$ cat src/hdl/iirf_pkg.sv
// Shared types, sizes and constants for the direct-form I IIR filter.
`timescale 1ns / 1ps

package iirf_pkg;

  // Tap counts: FF_TAPS feed-forward taps, FB_TAPS-1 feedback taps
  localparam int FF_TAPS     = 4;
  localparam int FB_TAPS     = 4;
  localparam int NUM_FF_REGS = 4;
  localparam int NUM_FB_REGS = 3;

  // Datapath widths
  localparam int SAMPLE_W  = 16;
  localparam int COEF_W    = 16;
  localparam int PROD_W    = SAMPLE_W + COEF_W;
  localparam int ACC_W     = PROD_W + $clog2(FF_TAPS + FB_TAPS) + 1;
  localparam int FRAC_BITS = 14;

  // Configuration register map
  localparam int CFG_IDX_W   = 3;
  localparam int CFG_FF_BASE = 0;
  localparam int CFG_FB_BASE = NUM_FF_REGS;

  typedef logic signed [SAMPLE_W-1:0] sample_t;
  typedef logic signed [COEF_W-1:0]   coef_t;
  typedef logic signed [PROD_W-1:0]   prod_t;
  typedef logic signed [ACC_W-1:0]    acc_t;

  // Per-cell control: shift the tap register, and zero the history it sees
  typedef struct packed {
    logic advance;
    logic clear;
  } tap_ctl_t;

  // Rounding and saturation constants in accumulator width
  localparam acc_t ROUND_HALF = acc_t'(1) <<< (FRAC_BITS - 1);
  localparam acc_t SAT_MAX    = acc_t'((2 ** (SAMPLE_W - 1)) - 1);
  localparam acc_t SAT_MIN    = -acc_t'(2 ** (SAMPLE_W - 1));

  // Reset value of feed-forward coefficient k
  function automatic coef_t ff_coef_reset(int k);
    coef_t v;
    v = '0;
    if (k == 0) v = COEF_W'(8192);
    if (k == 1) v = COEF_W'(3277);
    return v;
  endfunction

  // Reset value of feedback coefficient j (j starts at 1)
  function automatic coef_t fb_coef_reset(int j);
    coef_t v;
    v = '0;
    if (j == 1) v = COEF_W'(-8192);
    return v;
  endfunction

endpackage

$ cat src/hdl/iirf_coef_regs.sv
// Coefficient register file written through the configuration port.
`timescale 1ns / 1ps

module iirf_coef_regs (
  input  logic                           clk,
  input  logic                           rst_n,
  input  logic                           cfg_wr,
  input  logic [iirf_pkg::CFG_IDX_W-1:0] cfg_index,
  input  iirf_pkg::coef_t                cfg_data,
  output iirf_pkg::coef_t                ff_coef [iirf_pkg::FF_TAPS],
  output iirf_pkg::coef_t                fb_coef [iirf_pkg::FB_TAPS-1]
);
  import iirf_pkg::*;

  coef_t ff_coef_r [FF_TAPS];
  coef_t fb_coef_r [FB_TAPS-1];

  // Feed-forward coefficients; taps without a register stay zero
  always_ff @(posedge clk) begin
    if (!rst_n) begin
      for (int k = 0; k < FF_TAPS; k++) begin
        ff_coef_r[k] <= ff_coef_reset(k);
      end
    end else if (cfg_wr) begin
      for (int k = 0; k < FF_TAPS; k++) begin
        if (k < NUM_FF_REGS && cfg_index == CFG_IDX_W'(CFG_FF_BASE + k)) begin
          ff_coef_r[k] <= cfg_data;
        end
      end
    end
  end

  // Feedback coefficients; entry j-1 weights the output j samples back
  always_ff @(posedge clk) begin
    if (!rst_n) begin
      for (int j = 1; j < FB_TAPS; j++) begin
        fb_coef_r[j-1] <= fb_coef_reset(j);
      end
    end else if (cfg_wr) begin
      for (int j = 1; j < FB_TAPS; j++) begin
        if (j <= NUM_FB_REGS && cfg_index == CFG_IDX_W'(CFG_FB_BASE + j - 1)) begin
          fb_coef_r[j-1] <= cfg_data;
        end
      end
    end
  end

  assign ff_coef = ff_coef_r;
  assign fb_coef = fb_coef_r;

endmodule

$ cat config.mk
export PLATFORM = sky130hd
export DESIGN_NAME = iirf_coef_regs
export DESIGN_NICKNAME = d
export VERILOG_FILES = /design/src/hdl/iirf_pkg.sv /design/src/hdl/iirf_coef_regs.sv
export SDC_FILE = /design/constraint.sdc
export NUM_CORES = 1
export LEC_CHECK = 0
export ABC_AREA = 1
export BUFFER_PORTS_ARGS = -buffer_cell sky130_fd_sc_hd__buf_4
export CAP_MARGIN = 5
export CELL_PAD_IN_SITES_DETAIL_PLACEMENT = 1
export CELL_PAD_IN_SITES_GLOBAL_PLACEMENT = 1
export CORE_MARGIN = 4
export CORE_UTILIZATION = 32
export CTS_CLUSTER_SIZE = 12
export DETAILED_ROUTE_END_ITERATION = 12
export GPL_TIMING_DRIVEN = 0
export PLACE_DENSITY_LB_ADDON = 0.1
export SYNTH_ARGS = -nofsm -noshare
export SYNTH_HDL_FRONTEND = slang
export SYNTH_SLANG_ARGS = --single-unit
$ cat constraint.sdc
create_clock -name clk -period 1.1 [get_ports clk]
set_input_delay 0.275 -clock clk [delete_from_list [all_inputs] [get_ports clk]]
set_output_delay 0.275 -clock clk [all_outputs]
set_load 0.02 [all_outputs]
# After elaboration in Yosys (flattened, before gate mapping)

Cells that the tools add are included.

Flip-flop bits (word level): 112
Output and inout port bits: 112
Bits of input ports: 22
Logic and storage cells: 21

Reductions and logical operators: 8
Equal/unequal tests: 6

Operators with widths:

| kind                                                | count |
|---|---|
| AND reduction 2 bit                                 | 7 |
| equality test 3 bit, second input constant          | 3 |
| equality test 3 x 2 -> 1 bit, second input constant | 2 |
| equality test 3 x 1 -> 1 bit, second input constant | 1 |
| logical NOT 3 bit                                   | 1 |

# Depth between registers and ports, before layout

Gate-level depths: netlist of the first run.

Depth after elaboration: 2
Mapped depth: 7

# Worst setup path before layout of the first run

No wires, ideal clock.

Path kind: input to register
From: in cfg_wr
To: reg ff_coef_r, in the netlist ff_coef[21]
Setup time: 113 ps
Stages on the path: 7
Path buffers: 2
Arrival time: 931 ps
Path slack: 56 ps
Path through: inv_2 > nor2_2 > buf_2 > buf_2 > nand3_1 > nand2_1 > nor2_1

Longest elaborated chain between the ends: 1

Ends and longest elaborated chain:

| element                         | RTL line             | source |
|---|---|---|
| from (decl)                     | iirf_coef_regs.sv:7  | `input logic cfg_wr,` |
| AND reduction 2 bit (no line)   | n/a                  |  |
| to (signal, indexed assignment) | iirf_coef_regs.sv:22 | `ff_coef_r[k] <= ff_coef_reset(k);` |
| to (signal, indexed assignment) | iirf_coef_regs.sv:27 | `ff_coef_r[k] <= cfg_data;` |
| to (decl)                       | iirf_coef_regs.sv:15 | `coef_t ff_coef_r [FF_TAPS];` |

No other way between the ends.
A chain may end at the register's enable or synchronous reset.

# Final worst setup path of the first run

From: reg ff_coef_r, in the netlist ff_coef[63]
To: out ff_coef[63] in the netlist's numbering

RTL lines:

| element   | RTL line             | source |
|---|---|---|
| to (decl) | iirf_coef_regs.sv:10 | `output iirf_pkg::coef_t ff_coef [iirf_pkg::FF_TAPS],` |

No word-level cell between the ends.

==> impl_metrics.csv, run 1 <==
group,metric,value,unit
floorplan,rows,42,
final_layout,final_nets,805,
place,post_dp_cell_area,5670,sq um
final_layout,antenna_cells,0,
synthesis,synth_edf_count,0,
setup_path,crit_path_start_kind,"flip-flop",
clock_network,clk_pin_slew,0.07,ns
drt,num_vias,4624,
sta,maxSlewHeadroom,66.2,%
outcome,failed_checks,"negative setup slack",
setup_path,cp_cell_sequence,"buf_6",
clock_network,hold_buffers,0,
drt,drcViolationCount,0,
setup_path,endpoint,"ff_coef[63]",
place,gp_congestion,0.764,
setup_path,cp.depth,1,
worst_hold_path,hp-class,"input port to flip-flop",
final_layout,drive_gt1_share,39.9,%
setup_path,cp_top_family,"flip-flops",
synthesis,yosys-top-cells-area,"dfxtp_1 (50%), nor2_1 (17%), nand3_1 (13%)",
sta,min_period,1.12,ns
sta,fmax,896,MHz
setup_path,cp_slowest_cell,"dfxtp_2",
global_routing,track_usage,20.9,%
setup_path,timing.rr.end,"ff_coef[63]",
synthesis,synth.cell_area,4460,sq um
setup_path,startpoint,"ff_coef[63]",
synthesis,async_flop_share,0,%
synthesis,synth_seq_cells,112,
outcome,outcome,"finished, violations left",
synthesis,synth_top_area_share,50.3,%
sta,rsz0062_at_grt,"true",
place,hpwl,11700,um
final_layout,fin_cells,963,
sta,slew_viol_final,0,
pwr,p_per_area,1340,nW/um^2
floorplan,die_h,126,um
sta,finalHoldViolCount,0,
sta,setup_viol,11,
final_layout,n_fill_cell,1674,
drt,drtAntennaViolNets,0,
drt,wl_per_cell,17.3,um
global_routing,grt-ovfl-total,0,
global_routing,grt_pass1_wl,26100,um
flow_run,drv_cap,0,
setup_path,crit_buf_inv,1,
clock_network,clk_path_buf_depth,2,
synthesis,yosys.area.top_type,"dfxtp_1",
setup_path,rrSetupSlack,0.36,ns
sta,finalCritPeriodShare,101,%
synthesis,synth.distinct_cells,13,
place,portBuffers,132,
place,dp.cells,937,
synthesis,synth_nets,651,
sta,fin_worst_skew,0,ns
clock_network,clock-sinks,112,
pwr,p_leak,3.00,nW
global_routing,grt_max_degree,17,
synthesis,ys.flop_type,"dfxtp_1",
setup_path,ff2ff_path_depth,3,
floorplan,core_area,13500,sq um
clock_network,clock_latency,0.35,ns
pwr,vdd_drop_max,0.642,mV
sta,layout_setup_ws,-0.0158,ns
floorplan,die_x,126,um
clock_network,numCtsBuffers,9,
final_layout,fin_area,6600,sq um
drt,drt-initial-drc-count,173,
setup_path,required,0.82,ns
final_layout,area_growth,48.0,%
synthesis,seq_area_frac_synth,50.3,%
place,place_ws,-0.284,ns
synthesis,syn_avg_cell_area,7.09,sq um
clock_network,htree_levels,3,
setup_path,critPathKind,"flip-flop to primary output",
drt,finalWirelength,16600,um
final_layout,final_util,49.0,%
drt,drtPass1Iterations,4,
global_routing,antenna_found_initial,0,
synthesis,yosysWarnings,0,
setup_path,crit_arrival,0.84,ns
global_routing,first_global_vias,4822,
floorplan,die-area,15900,sq um
synthesis,yosysMostFrequentCell,"nor2_1",
sta,holdWs,0.127,ns
sta,worst_pin_slew,0.506,ns
setup_path,r2r-start,"ff_coef[63]",
clock_network,root_buffer,"clkbuf_16",
setup_path,max_stage_delay,0.36,ns
setup_path,worst_setup_path_end_kind,"primary output",
floorplan,top_level_ports,134,
clock_network,cts_tree,"done",
floorplan,floorplan.initialDensity,33.1,%
drt,via_per_inst,4.80,
synthesis,syn-instance-count,629,
setup_path,path_max_fanout,2,
synthesis,netlist_top_cells_count,"nor2_1 (203), nand2_1 (128), dfxtp_1 (112), nand3_1 (112), inv_1 (19)",
-- worst register-to-register path: cells and delay by family (launching register included) --
kind	cells	cell delay (ns)
buffers and inverters	1	0.13
DFF	1	0.34
and+or+nand+nor	2	0.16
-- layout make-up --
class,instances,area (sq um),area share [%]
flip-flops and latches,112,2380,36.1
multi-input cells,457,1940,29.4
repair buffers,143,1490,22.6
clock buffers,12,256,3.89
well taps,176,220,3.34
plain buffers,38,206,3.13
inverters,22,82.6,1.25
clock inverters,3,17.5,0.266
-- state kept, by name, summed over array words and instances (netlist names) --
| signal | flops |
|---|---|
| ff_coef | 64 |
| fb_coef | 48 |
-- repair_timing --
item                       4_1_cts  5_1_grt
setup endpoints to repair      111      106
resized for setup              222        9
buffers inserted                 5        6
-- routing by layer --
layer | up-vias | track usage, % | part of all wire (%) | routed length (um)
li1 | 2261 | - | - | -
met1 | 2215 | 26.0 | 43 | 7140
met2 | 121 | 35.1 | 48 | 8010
met3 | 27 | 5.17 | 6.3 | 1040
met4 | 0 | 7.89 | 2.6 | 424
met5 | - | 0 | 0 | 0
-- how the worst min path moves through the flow --
stage,from,to,depth (start not counted)
after global placement,ff_coef[61],ff_coef[61],2
after CTS,cfg_data[10],ff_coef[42],3
final,cfg_data[10],ff_coef[42],3
after detailed placement,ff_coef[34],ff_coef[34],2
after global routing,cfg_data[10],ff_coef[42],3
after floorplan,cfg_data[13],fb_coef[45],2
-- where the power goes --
part,internal (W),leakage [nW],switching [W],total (W)
Combinational,0.000532,1.91,0.000815,0.00135
Sequential,0.00422,0.953,0.000111,0.00433
Clock,0.00165,0.134,0.00152,0.00317
-- cells by family after synthesis --
family | count (synthesis) | share of synthesized area (%)
and+or+nand+nor | 457 | 43.3
DFF | 112 | 50.3
buffers and inverters | 60 | 6.37
-- placed cells by master, fill, tap and decap left out --
cell          n
clkbuf_8      2
nor2_2        1
nand2_2       5
buf_4        42
nand3_1     112
dfxtp_2     112
inv_1        19
buf_6       112
clkinvlp_4    1
clkinv_2      2
nor2_1      203
clkbuf_2      2
buf_2        13
buf_1         8
inv_2         3
nand2_1     127
clkbuf_4      1
clkbuf_1      4
nor2_4        9
clkbuf_16     9
-- through the flow --
stage	total power [W]	setup TNS, ns
CTS	0.00886	-0.179
finish	0.00885	-0.0578
detailed placement	0.00561	-22.69
global placement	0.00558	-20.26
global route	0.00921	-1.08
floorplan	0.00507	0
No activity file was read; power rests on OpenSTA's default activity.
==> run 2: changes to the inputs <==
Settings changed: CORE_ASPECT_RATIO from default to 2, SLEW_MARGIN from default to 5.
==> run 2 against run 1 <==
  * The run still ends with negative setup slack left
  * Sequential cell count unchanged
  * Via count down 1.4%
  * Cell area up 0.55%
  * Cell count rose by 1.5%
==> impl_metrics.csv, run 2 (same netlist as run 1, synthesis figures left out) <==
group,metric,value,unit
floorplan,die_x,91.5,um
global_routing,first_global_vias,4792,
clock_network,clock_latency,0.35,ns
sta,setup_viol,7,
final_layout,final_nets,808,
setup_path,crit_path_start_kind,"flip-flop",
global_routing,grt_max_degree,19,
sta,min_period,1.12,ns
place,gp_congestion,0.826,
drt,finalWirelength,16500,um
floorplan,die-area,16000,sq um
outcome,outcome,"finished, violations left",
drt,num_vias,4560,
sta,slew_viol_final,0,
global_routing,track_usage,21.0,%
clock_network,clk_pin_slew,0.07,ns
pwr,p_per_area,1340,nW/um^2
clock_network,numCtsBuffers,9,
clock_network,clk_path_buf_depth,2,
sta,layout_setup_ws,-0.0156,ns
floorplan,core_area,13600,sq um
setup_path,required,0.82,ns
drt,wl_per_cell,16.8,um
worst_hold_path,hp-class,"input port to flip-flop",
pwr,vdd_drop_max,0.770,mV
sta,holdWs,0.131,ns
drt,drt-initial-drc-count,154,
setup_path,critPathKind,"flip-flop to primary output",
global_routing,grt-ovfl-total,0,
final_layout,multi_input_area,1930,sq um
sta,fmax,896,MHz
drt,drcViolationCount,0,
global_routing,antenna_found_initial,0,
final_layout,n_fill_cell,1656,
setup_path,cp_slowest_cell,"dfxtp_2",
setup_path,path_max_fanout,2,
sta,rsz0062_at_grt,"true",
pwr,p_leak,3.01,nW
setup_path,cp_top_family,"flip-flops",
floorplan,top_level_ports,134,
final_layout,drive_gt1_share,40.1,%
setup_path,max_stage_delay,0.37,ns
place,portBuffers,132,
final_layout,register_area,2380,sq um
final_layout,antenna_cells,0,
sta,maxSlewHeadroom,65.4,%
global_routing,grt_pass1_wl,25800,um
final_layout,final_cell_mix,"nor2_1 (203), nand2_1 (128), nand3_1 (112), dfxtp_2 (112), buf_6 (112)",
final_layout,area_growth,48.8,%
sta,worst_pin_slew,0.518,ns
final_layout,layout_commonest_cell,"nor2_1",
clock_network,cts_tree,"done",
setup_path,crit_buf_inv,1,
final_layout,largest_reg_flops,64,
clock_network,htree_levels,3,
place,place_ws,-0.300,ns
place,hpwl,12200,um
sta,finalHoldViolCount,0,
floorplan,die_h,175,um
sta,fin_worst_skew,0,ns
floorplan,rows,60,
setup_path,worst_setup_path_end_kind,"primary output",
clock_network,root_buffer,"clkbuf_16",
floorplan,floorplan.initialDensity,32.8,%
drt,drtPass1Iterations,4,
flow_run,drv_cap,0,
drt,drtAntennaViolNets,0,
drt,via_per_inst,4.67,
sta,finalCritPeriodShare,101,%
setup_path,cp_cell_sequence,"buf_6",
setup_path,crit_arrival,0.84,ns
outcome,failed_checks,"negative setup slack",
clock_network,clock-sinks,112,
clock_network,hold_buffers,0,
-- run 2: cell count changes in the layout (fill, tap and decap cells not counted), sizes merged --
cell / delta
clkinvlp: +1
buf: +2
clkbuf: -1
inv: +2
-- run 2: through the flow --
step | TNS (ns) | std cells | power (W) | instance area [sq um] | utilization [%]
2_1_floorplan | 0 | 629 | 0.00507 | 4460 | -
3_3_place_gp | -18.24 | 947 | 0.00558 | 5680 | 41.8
3_5_place_dp | -21.97 | 947 | 0.00561 | 5680 | 41.8
4_1_cts | -0.156 | 971 | 0.00893 | 6580 | 48.4
5_1_grt | -1.43 | 977 | 0.00928 | 6630 | 48.8
6_report | -0.0443 | 977 | 0.00886 | 6630 | 48.8
-- run 2: routing by layer --
| layer | track usage [%] | wire, um | vias to the layer above |
|---|---|---|---|
| met5 | 0 | 0 | - |
| met4 | 7.18 | 351 | 0 |
| met3 | 4.65 | 791 | 18 |
| met2 | 40.1 | 9200 | 102 |
| met1 | 21.9 | 6120 | 2173 |
| li1 | - | - | 2267 |
-- run 2: area by class of cell --
type	count	area share, %
flip-flops and latches	112	35.9
repair buffers	146	22.9
inverters	22	1.24
clock inverters	6	0.641
plain buffers	38	3.13
well taps	186	3.51
multi-input cells	457	29.1
clock buffers	10	3.60
-- run 2: report_power, final --
part           leakage (nW)  switching [W]  internal [W]
Sequential            0.953       0.000108       0.00422
Combinational          1.93       0.000808      0.000536
Clock                 0.135        0.00158       0.00161
-- run 2: path summary, 6_finish.rpt --
check / cells past startpoint / endpoint / slack (ns) / from
setup / recovery: 1 / fb_coef[16] / -0.02 / fb_coef[16]
hold / removal: 3 / ff_coef[38] / 0.13 / cfg_data[6]
setup reg to reg: 3 / ff_coef[62] / 0.34 / ff_coef[62]
hold reg to reg: 2 / ff_coef[39] / 0.48 / ff_coef[39]
-- run 2: tightest hold or removal path: stages --
cell     delay, ns
buf_4         0.08
nand2_1       0.04
nand3_1       0.05
-- run 2: timing repair --
item                                    CTS  global route
gates resized for setup                 223             5
gates cloned                              0             0
buffers inserted                          8             6
endpoints found under the setup margin  112           124
