File: src/hdl/iirf_pkg.sv
// Shared types, sizes and constants for the direct-form I IIR filter.
`timescale 1ns / 1ps

package iirf_pkg;

  // Tap counts: FF_TAPS feed-forward taps, FB_TAPS-1 feedback taps
  localparam int FF_TAPS     = 4;
  localparam int FB_TAPS     = 4;
  localparam int NUM_FF_REGS = 4;
  localparam int NUM_FB_REGS = 3;

  // Datapath widths
  localparam int SAMPLE_W  = 16;
  localparam int COEF_W    = 16;
  localparam int PROD_W    = SAMPLE_W + COEF_W;
  localparam int ACC_W     = PROD_W + $clog2(FF_TAPS + FB_TAPS) + 1;
  localparam int FRAC_BITS = 14;

  // Configuration register map
  localparam int CFG_IDX_W   = 3;
  localparam int CFG_FF_BASE = 0;
  localparam int CFG_FB_BASE = NUM_FF_REGS;

  typedef logic signed [SAMPLE_W-1:0] sample_t;
  typedef logic signed [COEF_W-1:0]   coef_t;
  typedef logic signed [PROD_W-1:0]   prod_t;
  typedef logic signed [ACC_W-1:0]    acc_t;

  // Per-cell control: shift the tap register, and zero the history it sees
  typedef struct packed {
    logic advance;
    logic clear;
  } tap_ctl_t;

  // Rounding and saturation constants in accumulator width
  localparam acc_t ROUND_HALF = acc_t'(1) <<< (FRAC_BITS - 1);
  localparam acc_t SAT_MAX    = acc_t'((2 ** (SAMPLE_W - 1)) - 1);
  localparam acc_t SAT_MIN    = -acc_t'(2 ** (SAMPLE_W - 1));

  // Reset value of feed-forward coefficient k
  function automatic coef_t ff_coef_reset(int k);
    coef_t v;
    v = '0;
    if (k == 0) v = COEF_W'(8192);
    if (k == 1) v = COEF_W'(3277);
    return v;
  endfunction

  // Reset value of feedback coefficient j (j starts at 1)
  function automatic coef_t fb_coef_reset(int j);
    coef_t v;
    v = '0;
    if (j == 1) v = COEF_W'(-8192);
    return v;
  endfunction

endpackage

File: src/hdl/iirf_tap_cell.sv
// One filter tap: history register handed on to the next cell, plus its product.
`timescale 1ns / 1ps

module iirf_tap_cell (
  input  logic               clk,
  input  logic               rst_n,
  input  iirf_pkg::tap_ctl_t ctl,
  input  iirf_pkg::coef_t    coef,
  input  iirf_pkg::sample_t  sample_in,
  output iirf_pkg::sample_t  sample_out,
  output iirf_pkg::prod_t    product
);
  import iirf_pkg::*;

  sample_t eff_sample;
  sample_t sample_r;

  // History seen by this tap; zero at a stream start
  assign eff_sample = ctl.clear ? '0 : sample_in;
  assign product    = coef * eff_sample;

  // Tap register shifts toward the next cell on each advance
  always_ff @(posedge clk) begin
    if (!rst_n) begin
      sample_r <= '0;
    end else if (ctl.advance) begin
      sample_r <= eff_sample;
    end
  end

  assign sample_out = sample_r;

endmodule

File: config.mk
export PLATFORM = sky130hd
export DESIGN_NAME = iirf_tap_cell
export DESIGN_NICKNAME = d
export VERILOG_FILES = /design/src/hdl/iirf_pkg.sv /design/src/hdl/iirf_tap_cell.sv
export SDC_FILE = /design/constraint.sdc
export NUM_CORES = 1
export LEC_CHECK = 0
export BUFFER_PORTS_ARGS = -buffer_cell sky130_fd_sc_hd__buf_2
export CAP_MARGIN = 20
export CORE_ASPECT_RATIO = 1.25
export CORE_MARGIN = 10
export CORE_UTILIZATION = 40
export DETAILED_ROUTE_END_ITERATION = 10
export SYNTH_ARGS = -nofsm -noshare
export SYNTH_HDL_FRONTEND = slang
export SYNTH_SLANG_ARGS = --single-unit
File: constraint.sdc
create_clock -name clk -period 13.61 [get_ports clk]
set_clock_uncertainty 0.15 [all_clocks]
set_input_delay 2.0415 -clock clk [delete_from_list [all_inputs] [get_ports clk]]
set_output_delay 2.0415 -clock clk [all_outputs]
set_load 0.02 [all_outputs]
---- Word level (Yosys, flattened, before mapping) ----
Cells that the tools add are included.
cells by class
  reduce and logical (&&, ||, !) cells .... 0
  $add $sub $neg .......................... 0
  shift-type cells ........................ 0
  div/mod/pow operators ................... 0
  bitwise gates (word level) .............. 0
  multiplexer cells ....................... 1
  equality and inequality tests ........... 0
  magnitude comparators ................... 0
  multipliers ............................. 1
operator list
  kind                          number
  multiplier 16 x 16 -> 32 bit  1
  2-to-1 mux 16 bit             1
word-level totals
  latch bits .............................. 0
  memory bits (writable) .................. 0
  ROM bits ................................ 0
  register bits after elaboration ......... 16
  memories kept ........................... 0
  output and inout port bits .............. 48

---- Longest topological paths before layout ----
Gate-level depths: netlist of run 1.
  depth in word-level cells ............... 2
  gate-level depth with buffers ........... 24
  depth with buffers taken out ............ 22

---- Least setup slack after synthesis of run 1 ----
No wires, ideal clock.
  path type ............................... input to output
  start ................................... in ctl[0] in the netlist's numbering
  end ..................................... out product[31]
  setup slack ............................. 3228 ps
  stages .................................. 20
  path buffers ............................ 2
  arrival time ............................ 8190 ps
  cell sequence ........................... clkbuf_1 nor2b_1 clkbuf_1 nand2_1 inv_1 fa_1 fa_1 inv_1 fa_1 fa_1 fa_1 fa_1 inv_1 ha_1 a21o_1 a21oi_1 or2b_1 nor4_1 a21oi_2 xnor2_1
between the ends
  word-level cells in the longest chain between the ends .. 2
ends and longest elaborated chain
  item                          RTL line             RTL
  start: declaration            iirf_tap_cell.sv:7   input iirf_pkg::tap_ctl_t ctl,
  2-to-1 mux 16 bit             iirf_tap_cell.sv:19  assign eff_sample = ctl.clear ? '0 : sample_in;
  multiplier 16 x 16 -> 32 bit  iirf_tap_cell.sv:20  assign product = coef * eff_sample;
  end: declaration              iirf_tap_cell.sv:11  output iirf_pkg::prod_t product
No other way between the ends.

---- Worst setup path after layout of run 1 ----
Ends and elaborated chain as after synthesis.

==> results of run 1 <==
==> critical path, cell delays in order <==
cell and delay [ns]:
buf_2 0.25, nor2b_1 0.08, buf_4 0.20, nand2_1 0.12
inv_1 0.09, fa_1 0.65, fa_1 0.85, inv_1 0.16
fa_1 0.51, fa_1 0.57, fa_1 0.43, fa_1 0.49
inv_1 0.04, ha_1 0.35, a21o_1 0.18, a21oi_1 0.23
or2b_1 0.26, nor4_1 0.33, a21oi_2 0.12, xnor2_1 0.15
buf_2 0.18
==> power by group through the flow <==
stage	logic [mW]	clock network [mW]	registers, mW
after floorplan	1.94	0	0.0530
after global placement	2.63	0	0.0508
after detailed placement	2.63	0	0.0508
after CTS	2.65	0.0645	0.0499
after global routing	2.95	0.0665	0.0500
final	2.58	0.0638	0.0499
==> path summary, 6_finish.rpt <==
kind	from	to	slack, ns
min reg2reg	sample_out[14]$_SDFFE_PN0P_	sample_out[14]$_SDFFE_PN0P_	0.37
max	ctl[0]	product[31]	3.10
min	sample_out[14]$_SDFFE_PN0P_	sample_out[14]$_SDFFE_PN0P_	0.37
max reg2reg	sample_out[15]$_SDFFE_PN0P_	sample_out[15]$_SDFFE_PN0P_	12.78
==> area by class of cell <==
type / count / area, um^2 / share of cell area [%]
inverters: 292 / 1100 / 9.60
flip-flops and latches: 16 / 320 / 2.80
well taps: 340 / 425 / 3.73
repair buffers: 99 / 536 / 4.69
clock buffers: 4 / 88.8 / 0.778
multi-input cells: 807 / 8950 / 78.4
==> cells by family after synthesis <==
family | synth area share (%)
AOI/OAI and AO/OA | 4.32
xor gates and xnor gates | 2.91
adders and majority gates | 59.5
buffers and inverters | 12.1
DFF | 3.04
muxes | 1.52
and+or+nand+nor | 16.7
==> cell usage in the layout (no fill, tap or decap), types with 24 or more instances in the layout <==
master and instances:
a21oi_1 24, and2_1 123, buf_2 83, fa_1 262, ha_1 82, inv_1 292
nand2_1 132, nor2_1 28, nor2b_1 33, xnor2_1 28
==> per-layer routing <==
layer	GRT usage (%)	wire, um	up-vias
li1	-	-	3482
met1	19.9	10100	3914
met2	31.0	14200	113
met3	0.735	663	26
met4	3.52	506	0
met5	0	0	-
==> stage by stage <==
stage | utilization (%) | hold WS (ns) | setup slack (ns) | power [mW] | std cells
after floorplan | - | 0.440 | 3.23 | 1.99 | 1158
after global placement | 43.6 | 0.345 | 3.12 | 2.68 | 1554
after detailed placement | 43.6 | 0.352 | 3.08 | 2.68 | 1554
after CTS | 43.9 | 0.366 | 3.05 | 2.77 | 1558
after global routing | 43.9 | 0.382 | 2.72 | 3.06 | 1558
final | 43.9 | 0.368 | 3.10 | 2.69 | 1558
==> impl_metrics.tcl, run 1 <==
set metrics [dict create \
    ctsResizeCount 0 \
    powerDensity_nw_per_um2 236 \
    synth-edff-count 0 \
    rsz0062_at_grt "no" \
    grt_usage_pct 16.5 \
    nFillCells 2632 \
    dr.first_iter.drc_count 264 \
    clockRootBuffer "clkbuf_16" \
    numCtsBuffers 3 \
    synth_warnings 0 \
    crit_type "primary input to output pin" \
    finalCritPeriodShare_pct 77.2 \
    maxCapViolations 0 \
    rr_worst_depth 3 \
    ys_types 49 \
    die_height_um 202 \
    clockBufferDepth 2 \
    cts-hold-fix-buffers 0 \
    slew_violations 0 \
    clock.fmax_mhz 95.1 \
    fin_nets 1599 \
    worstSetupStartpointType "primary input" \
    leakagePower_nw 6.03 \
    antenna_found_initial 0 \
    fp-row-count 66 \
    cts_max_level 1 \
    cts.sinks 16 \
    synth.avg_cell_area_um2 9.11 \
    viasPerCell 4.84 \
    net-switching-power_mw 1.59 \
    period_needed_ns 10.51 \
    synth_largest_area_cell "fa_1" \
    synthesis.area_um2 10500 \
    worstPathArrival_ns 8.32 \
    post-route-cell-area_um2 11400 \
    largest_reg_flops 16 \
    grt_pass1_vias 8591 \
    diodes 0 \
    placed_area_um2 11300 \
    async_reset_ff_share_pct 0 \
    ys.flop_type "dfxtp_1" \
    grt_pass1_wl_um 44300 \
    setup_viol 0 \
    holdPathStages 2 \
    synth_top_cells_by_count "inv_1 (292), fa_1 (262), nand2_1 (132), and2_1 (123), ha_1 (82)" \
    io_pins 84 \
    p_seq_share_pct 1.9 \
    synth_area_leaders "fa_1 (50%), inv_1 (10%), ha_1 (9.7%)" \
    ir_drop_mv 0.525 \
    min_path_type "flip-flop to flip-flop" \
    p_int_mw 1.10 \
    ant_nets 0 \
    grt_max_degree 19 \
    port_buffers 83 \
    drt_wl_total_um 25500 \
    syn-num-nets 1538 \
    core_um2 26000 \
    dpl.hpwl_um 21900 \
    outcome "complete, no violations" \
    post_cts_buffers 0 \
    slew_headroom_pct 61.7 \
    start_util_pct 40.5 \
    switching_share_pct 59.2 \
    synthDominantCellAreaShare_pct 49.7 \
    die_w_um 165 \
    ys_seq_area_share_pct 3.04 \
    worst_pin_slew_ns 0.574 \
    worstPathRequired_ns 11.42 \
    tns_ns 0 \
    clkPwrFrac_pct 2.4 \
    place.gp.congestion 0.831 \
    clk_latency_ns 0.25 \
    synthToLayoutAreaGrowth_pct 8.28 \
    grt-ovfl-total 0 \
    dr_total_vias 7535 \
    routedWlPerCell_um 16.3 \
    dr.pass1.iters 4 \
    netlist_instances 1158 \
    cp_max_fo 17 \
    drive_above_1_share_pct 9.44 \
    cts_tree "built" \
    critPathCaptureType "output pin" \
    yosysMostFrequentCell "inv_1" \
    dieArea_um2 33300 \
    combPwrFrac_pct 95.8 \
    clk_pin_slew_ns 0.05 \
    ys_seq_elements 16 \
    drc 0 \
    hold_viol 0 \
]
(Power assumes the default switching activity.)
==> inputs of run 2 (changes only) <==
==> constraint.sdc (replaced) <==
create_clock -name clk -period 9.6 [get_ports clk]
set_clock_uncertainty 0.15 [all_clocks]
set_input_delay 1.44 -clock clk [delete_from_list [all_inputs] [get_ports clk]]
set_output_delay 1.44 -clock clk [all_outputs]
set_load 0.02 [all_outputs]
==> run 2 against run 1 <==
  * Non-clock buffer count grew 6
  * Wire length shrank 0.90%
  * Clock-buffer cell count shrank 1
  * First-iteration DRC count shrank 10%
  * Cell count grew 0.32%
  * Register-to-register slack lost 4.0 ns
  * Critical endpoint is now product[25]
  * Largest power group unchanged
==> impl_metrics.tcl, run 2 (synthesis results as in run 1) <==
set metrics [dict create \
    critPathCaptureType "output pin" \
    instances_no_fill 1563 \
    worst_pin_slew_ns 0.544 \
    port_buffers 83 \
    drive_above_1_share_pct 9.89 \
    period_needed_ns 9.12 \
    power.total_mw 3.81 \
    p_int_mw 1.55 \
    maxCapViolations 0 \
    post_cts_buffers 0 \
    slew_headroom_pct 63.5 \
    ir_drop_mv 0.566 \
    net-switching-power_mw 2.26 \
    outcome "complete, no violations" \
    drc 0 \
    dr_total_vias 7544 \
    antenna_found_initial 0 \
    dieArea_um2 33300 \
    final_util_pct 44.1 \
    clkPwrFrac_pct 2.1 \
    fp-row-count 66 \
    r2r_start "sample_out[15]$_SDFFE_PN0P_" \
    slew_violations 0 \
    crit_type "primary input to output pin" \
    nFillCells 2632 \
    powerDensity_nw_per_um2 332 \
    clk_pin_slew_ns 0.05 \
    hp-start "sample_out[13]$_SDFFE_PN0P_" \
    finalCritPeriodShare_pct 95.0 \
    clockRootBuffer "clkbuf_16" \
    mostFrequentLayoutCells "inv_1 (292), fa_1 (262), nand2_1 (132)" \
    clock.fmax_mhz 110 \
    die_w_um 165 \
    p_seq_share_pct 1.9 \
    cp_max_fo 17 \
    fin_nets 1605 \
    min_path_type "flip-flop to flip-flop" \
    dpl.hpwl_um 21900 \
    worstSetupStartpointType "primary input" \
    routedWlPerCell_um 16.1 \
    ant_nets 0 \
    dr.pass1.iters 4 \
    worstPathArrival_ns 7.53 \
    critPathLaunch "ctl[0]" \
    dp.cells 1560 \
    final_common_cell "inv_1" \
    core_um2 26000 \
    grt_usage_pct 16.3 \
    diodes 0 \
    viasPerCell 4.83 \
    switching_share_pct 59.3 \
    clk_latency_ns 0.24 \
    drt_wl_total_um 25200 \
    place.gp.congestion 0.833 \
    grt_pass1_vias 8562 \
    start_util_pct 40.5 \
    cts_max_level 1 \
    grt_max_degree 18 \
    seqCellArea_um2 320 \
    hold_ws_ns 0.366 \
    dr.first_iter.drc_count 237 \
    rsz0062_at_grt "no" \
    worstPathRequired_ns 8.01 \
    die_height_um 202 \
    hold_viol 0 \
    leakagePower_nw 6.06 \
    io_pins 84 \
    combPwrFrac_pct 96.0 \
    clockBufferDepth 2 \
    synthToLayoutAreaGrowth_pct 8.74 \
    grt_pass1_wl_um 43900 \
    multiInputGateArea_um2 8960 \
    r2r_slack_ns 8.77 \
    cts_tree "built" \
    grt-ovfl-total 0 \
    numCtsBuffers 3 \
    tns_ns 0 \
    cts.sinks 16 \
    setup_viol 0 \
    largest_reg_flops 16 \
]
==> run 2: cell count changes in the layout (fill, tap and decap cells not counted) <==
cell | before | now
buf_4 | 16 | 21
buf_12 | 0 | 1
clkbuf_8 | 1 | 0
nor3_1 | 2 | 1
nor3_2 | 0 | 1
==> run 2: metal layers <==
metal  part of all wire, %  vias up  global-route usage [%]
met5                     0        -                       0
met1                    40     3891                    19.7
li1                      -     3493                       -
met4                   3.2        0                    4.88
met2                    54      121                    30.2
met3                   2.2       39                   0.531
==> run 2: area by class of cell <==
cell class	instances	share of cell area (%)
repair buffers	105	5.17
well taps	340	3.71
clock buffers	3	0.655
multi-input cells	807	78.1
inverters	292	9.56
flip-flops and latches	16	2.79
==> run 2: power by group through the flow <==
stage / Sequential [mW] / Combinational [mW] / Clock, mW
2_1_floorplan: 0.0751 / 2.74 / 0
3_3_place_gp: 0.0720 / 3.74 / 0
3_5_place_dp: 0.0720 / 3.73 / 0
4_1_cts: 0.0707 / 3.77 / 0.0816
5_1_grt: 0.0709 / 4.19 / 0.0852
6_report: 0.0707 / 3.66 / 0.0804
==> run 2: stage by stage <==
step,setup slack [ns],instance area [um^2]
6_report,0.477,11500
5_1_grt,0.0932,11500
4_1_cts,0.299,11500
3_5_place_dp,0.340,11400
3_3_place_gp,0.386,11400
2_1_floorplan,0.421,10500
==> run 2: path summary, 6_finish.rpt <==
| path | cells after the start | to |
|---|---|---|
| worst max-delay path | 24 | product[25] |
| worst min-delay path | 2 | sample_out[13]$_SDFFE_PN0P_ |
| worst max register to register | 3 | sample_out[15]$_SDFFE_PN0P_ |
| worst min register to register | 2 | sample_out[13]$_SDFFE_PN0P_ |
==> run 2: worst max-delay path: stages <==
cell	delay (ns)
buf_2	0.23
nor2b_1	0.08
buf_4	0.19
and2_1	0.19
fa_1	0.54
inv_1	0.05
fa_1	0.47
fa_1	0.52
inv_1	0.06
fa_1	0.49
fa_1	0.49
inv_1	0.05
fa_1	0.47
inv_1	0.04
ha_1	0.33
a21oi_1	0.19
o21ai_0	0.13
a31oi_1	0.20
o311a_1	0.30
a31o_1	0.29
nor2_1	0.08
a311oi_1	0.36
xnor2_1	0.16
buf_2	0.18
==> run 2: what timing repair did <==
action                     4_1_cts  5_1_grt
gates resized for setup          0        1
hold buffers                     0        0
setup endpoints to repair        0        2
==> inputs of run 3 (changes only) <==
--- a/config.mk
+++ b/config.mk
@@ -8,7 +8,7 @@
 export BUFFER_PORTS_ARGS = -buffer_cell sky130_fd_sc_hd__buf_2
 export CAP_MARGIN = 20
 export CORE_ASPECT_RATIO = 1.25
-export CORE_MARGIN = 10
+export CORE_MARGIN = 2
 export CORE_UTILIZATION = 40
 export DETAILED_ROUTE_END_ITERATION = 10
 export SYNTH_ARGS = -nofsm -noshare
==> constraint.sdc (replaced) <==
create_clock -name clk -period 9.7 [get_ports clk]
set_clock_uncertainty 0.15 [all_clocks]
set_input_delay 1.455 -clock clk [delete_from_list [all_inputs] [get_ports clk]]
set_output_delay 1.455 -clock clk [all_outputs]
set_load 0.02 [all_outputs]
==> run 3 against run 2 <==
  * Non-clock buffer count is 3 higher
  * Sequential share of layout area about the same
  * Cell area is essentially flat
  * Flip-flop and latch count is the same
  * Combinational power about the same
  * Register-to-register slack improved by 0.10 ns
  * Critical endpoint unchanged
==> impl_metrics.tcl, run 3 (synthesis results as in run 1) <==
set metrics [dict create \
    die_w_um 149 \
    fp-row-count 66 \
    drc 0 \
    worstSetupStartpointType "primary input" \
    synthToLayoutAreaGrowth_pct 8.84 \
    instances_no_fill 1566 \
    setup_viol 0 \
    grt_max_degree 18 \
    min_path_type "flip-flop to flip-flop" \
    grt_usage_pct 20.0 \
    cts_tree "built" \
    clock.fmax_mhz 108 \
    cp_max_fo 17 \
    dp.cells 1563 \
    core_um2 26000 \
    leakagePower_nw 6.07 \
    post_cts_buffers 0 \
    final_common_cell "inv_1" \
    finalCritPeriodShare_pct 95.4 \
    slew_headroom_pct 60.2 \
    port_buffers 83 \
    worst_slack_ns 0.448 \
    critPathCaptureType "output pin" \
    dr_total_vias 7647 \
    post-route-cell-area_um2 11500 \
    clkPwrFrac_pct 2.1 \
    r2r_slack_ns 8.87 \
    worst_pin_slew_ns 0.596 \
    cts_max_level 1 \
    hold_ws_ns 0.367 \
    viasPerCell 4.88 \
    reg2reg_to "sample_out[15]$_SDFFE_PN0P_" \
    rsz0062_at_grt "no" \
    rr_worst_depth 3 \
    largest_reg_flops 16 \
    dpl.hpwl_um 21500 \
    place_ws_ns 0.330 \
    r2r_start "sample_out[15]$_SDFFE_PN0P_" \
    powerDensity_nw_per_um2 329 \
    period_needed_ns 9.25 \
    ctsResizeCount 0 \
    place.gp.congestion 0.836 \
    dr.pass1.iters 4 \
    p_int_mw 1.54 \
    die_height_um 186 \
    grt-ovfl-total 0 \
    dieArea_um2 27700 \
    p_seq_share_pct 1.9 \
    clk_pin_slew_ns 0.05 \
    clockBufferDepth 2 \
    crit_type "primary input to output pin" \
    slew_violations 0 \
    dr.first_iter.drc_count 302 \
    maxCapViolations 0 \
    cts-hold-fix-buffers 0 \
    grt_pass1_wl_um 44100 \
    cp-endpoint "product[25]" \
    critPathLaunch "ctl[0]" \
    clockRootBuffer "clkbuf_16" \
    antenna_found_initial 0 \
    ant_nets 0 \
    holdPathStages 2 \
    io_pins 84 \
    mostFrequentLayoutCells "inv_1 (292), fa_1 (262), nand2_1 (132)" \
    start_util_pct 40.5 \
    ir_drop_mv 0.598 \
    diodes 0 \
    placed_area_um2 11400 \
    fin_nets 1608 \
    tns_ns 0 \
    hold_viol 0 \
    drive_above_1_share_pct 10.1 \
    drt_wl_total_um 25200 \
    routedWlPerCell_um 16.1 \
    switching_share_pct 59.2 \
    grt_pass1_vias 8640 \
    numCtsBuffers 3 \
    cts.sinks 16 \
    combPwrFrac_pct 96.0 \
    net-switching-power_mw 2.24 \
    worstPathArrival_ns 7.65 \
    outcome "complete, no violations" \
    worstPathRequired_ns 8.10 \
    clk_latency_ns 0.25 \
]
-- run 3: changes by cell type in the layout (fill, tap and decap cells not counted), sizes merged --
cell / delta
buf: +3
-- run 3: routing by layer --
| metal | vias to the layer above | wire length [um] | GRT usage (%) |
|---|---|---|---|
| met5 | - | 0 | 0 |
| met4 | 0 | 530 | 4.04 |
| met3 | 31 | 602 | 0.833 |
| met2 | 135 | 13600 | 37.8 |
| met1 | 3974 | 10500 | 25.5 |
| li1 | 3507 | - | - |
-- run 3: power groups by stage --
| stage | Combinational, mW | Clock [mW] | Sequential [mW] |
|---|---|---|---|
| floorplan | 2.72 | 0 | 0.0743 |
| global placement | 3.65 | 0 | 0.0712 |
| detailed placement | 3.67 | 0 | 0.0712 |
| CTS | 3.71 | 0.0811 | 0.0700 |
| global route | 4.12 | 0.0830 | 0.0702 |
| finish | 3.63 | 0.0797 | 0.0700 |
-- run 3: worst min-delay path by stage --
stage	to	from	slack, ns
2_1_floorplan	sample_out[0]$_SDFFE_PN0P_	sample_out[0]$_SDFFE_PN0P_	0.44
3_3_place_gp	sample_out[4]$_SDFFE_PN0P_	sample_out[4]$_SDFFE_PN0P_	0.34
3_5_place_dp	sample_out[5]$_SDFFE_PN0P_	sample_out[5]$_SDFFE_PN0P_	0.36
4_1_cts	sample_out[5]$_SDFFE_PN0P_	sample_out[5]$_SDFFE_PN0P_	0.37
5_1_grt	sample_out[6]$_SDFFE_PN0P_	sample_out[6]$_SDFFE_PN0P_	0.39
6_report	sample_out[5]$_SDFFE_PN0P_	sample_out[5]$_SDFFE_PN0P_	0.37
-- run 3: metrics by stage --
stage / utilization, % / power [mW]
floorplan: - / 2.79
global placement: 43.8 / 3.72
detailed placement: 43.8 / 3.74
CTS: 44.1 / 3.86
global route: 44.1 / 4.27
finish: 44.1 / 3.78
-- run 3: cell type report --
type | count | area (um^2)
inverter | 292 | 1100
sequential | 16 | 320
multi-input combinational | 807 | 8960
tap | 340 | 425
timing repair buffer | 108 | 603
fill | 2620 | 14500
clock buffer | 3 | 75.1
-- run 3: worst max-delay path, cell delays in order --
cell	delay (ns)
buf_2	0.24
nor2b_1	0.08
buf_4	0.20
and2_1	0.19
fa_1	0.54
inv_1	0.05
fa_1	0.47
fa_1	0.51
fa_1	0.54
inv_1	0.05
fa_1	0.49
fa_1	0.42
ha_1	0.36
a21oi_1	0.32
o21ai_0	0.19
a31oi_1	0.19
o311a_1	0.31
a31o_1	0.28
nor2_1	0.08
a311oi_1	0.33
xnor2_1	0.16
buf_2	0.18
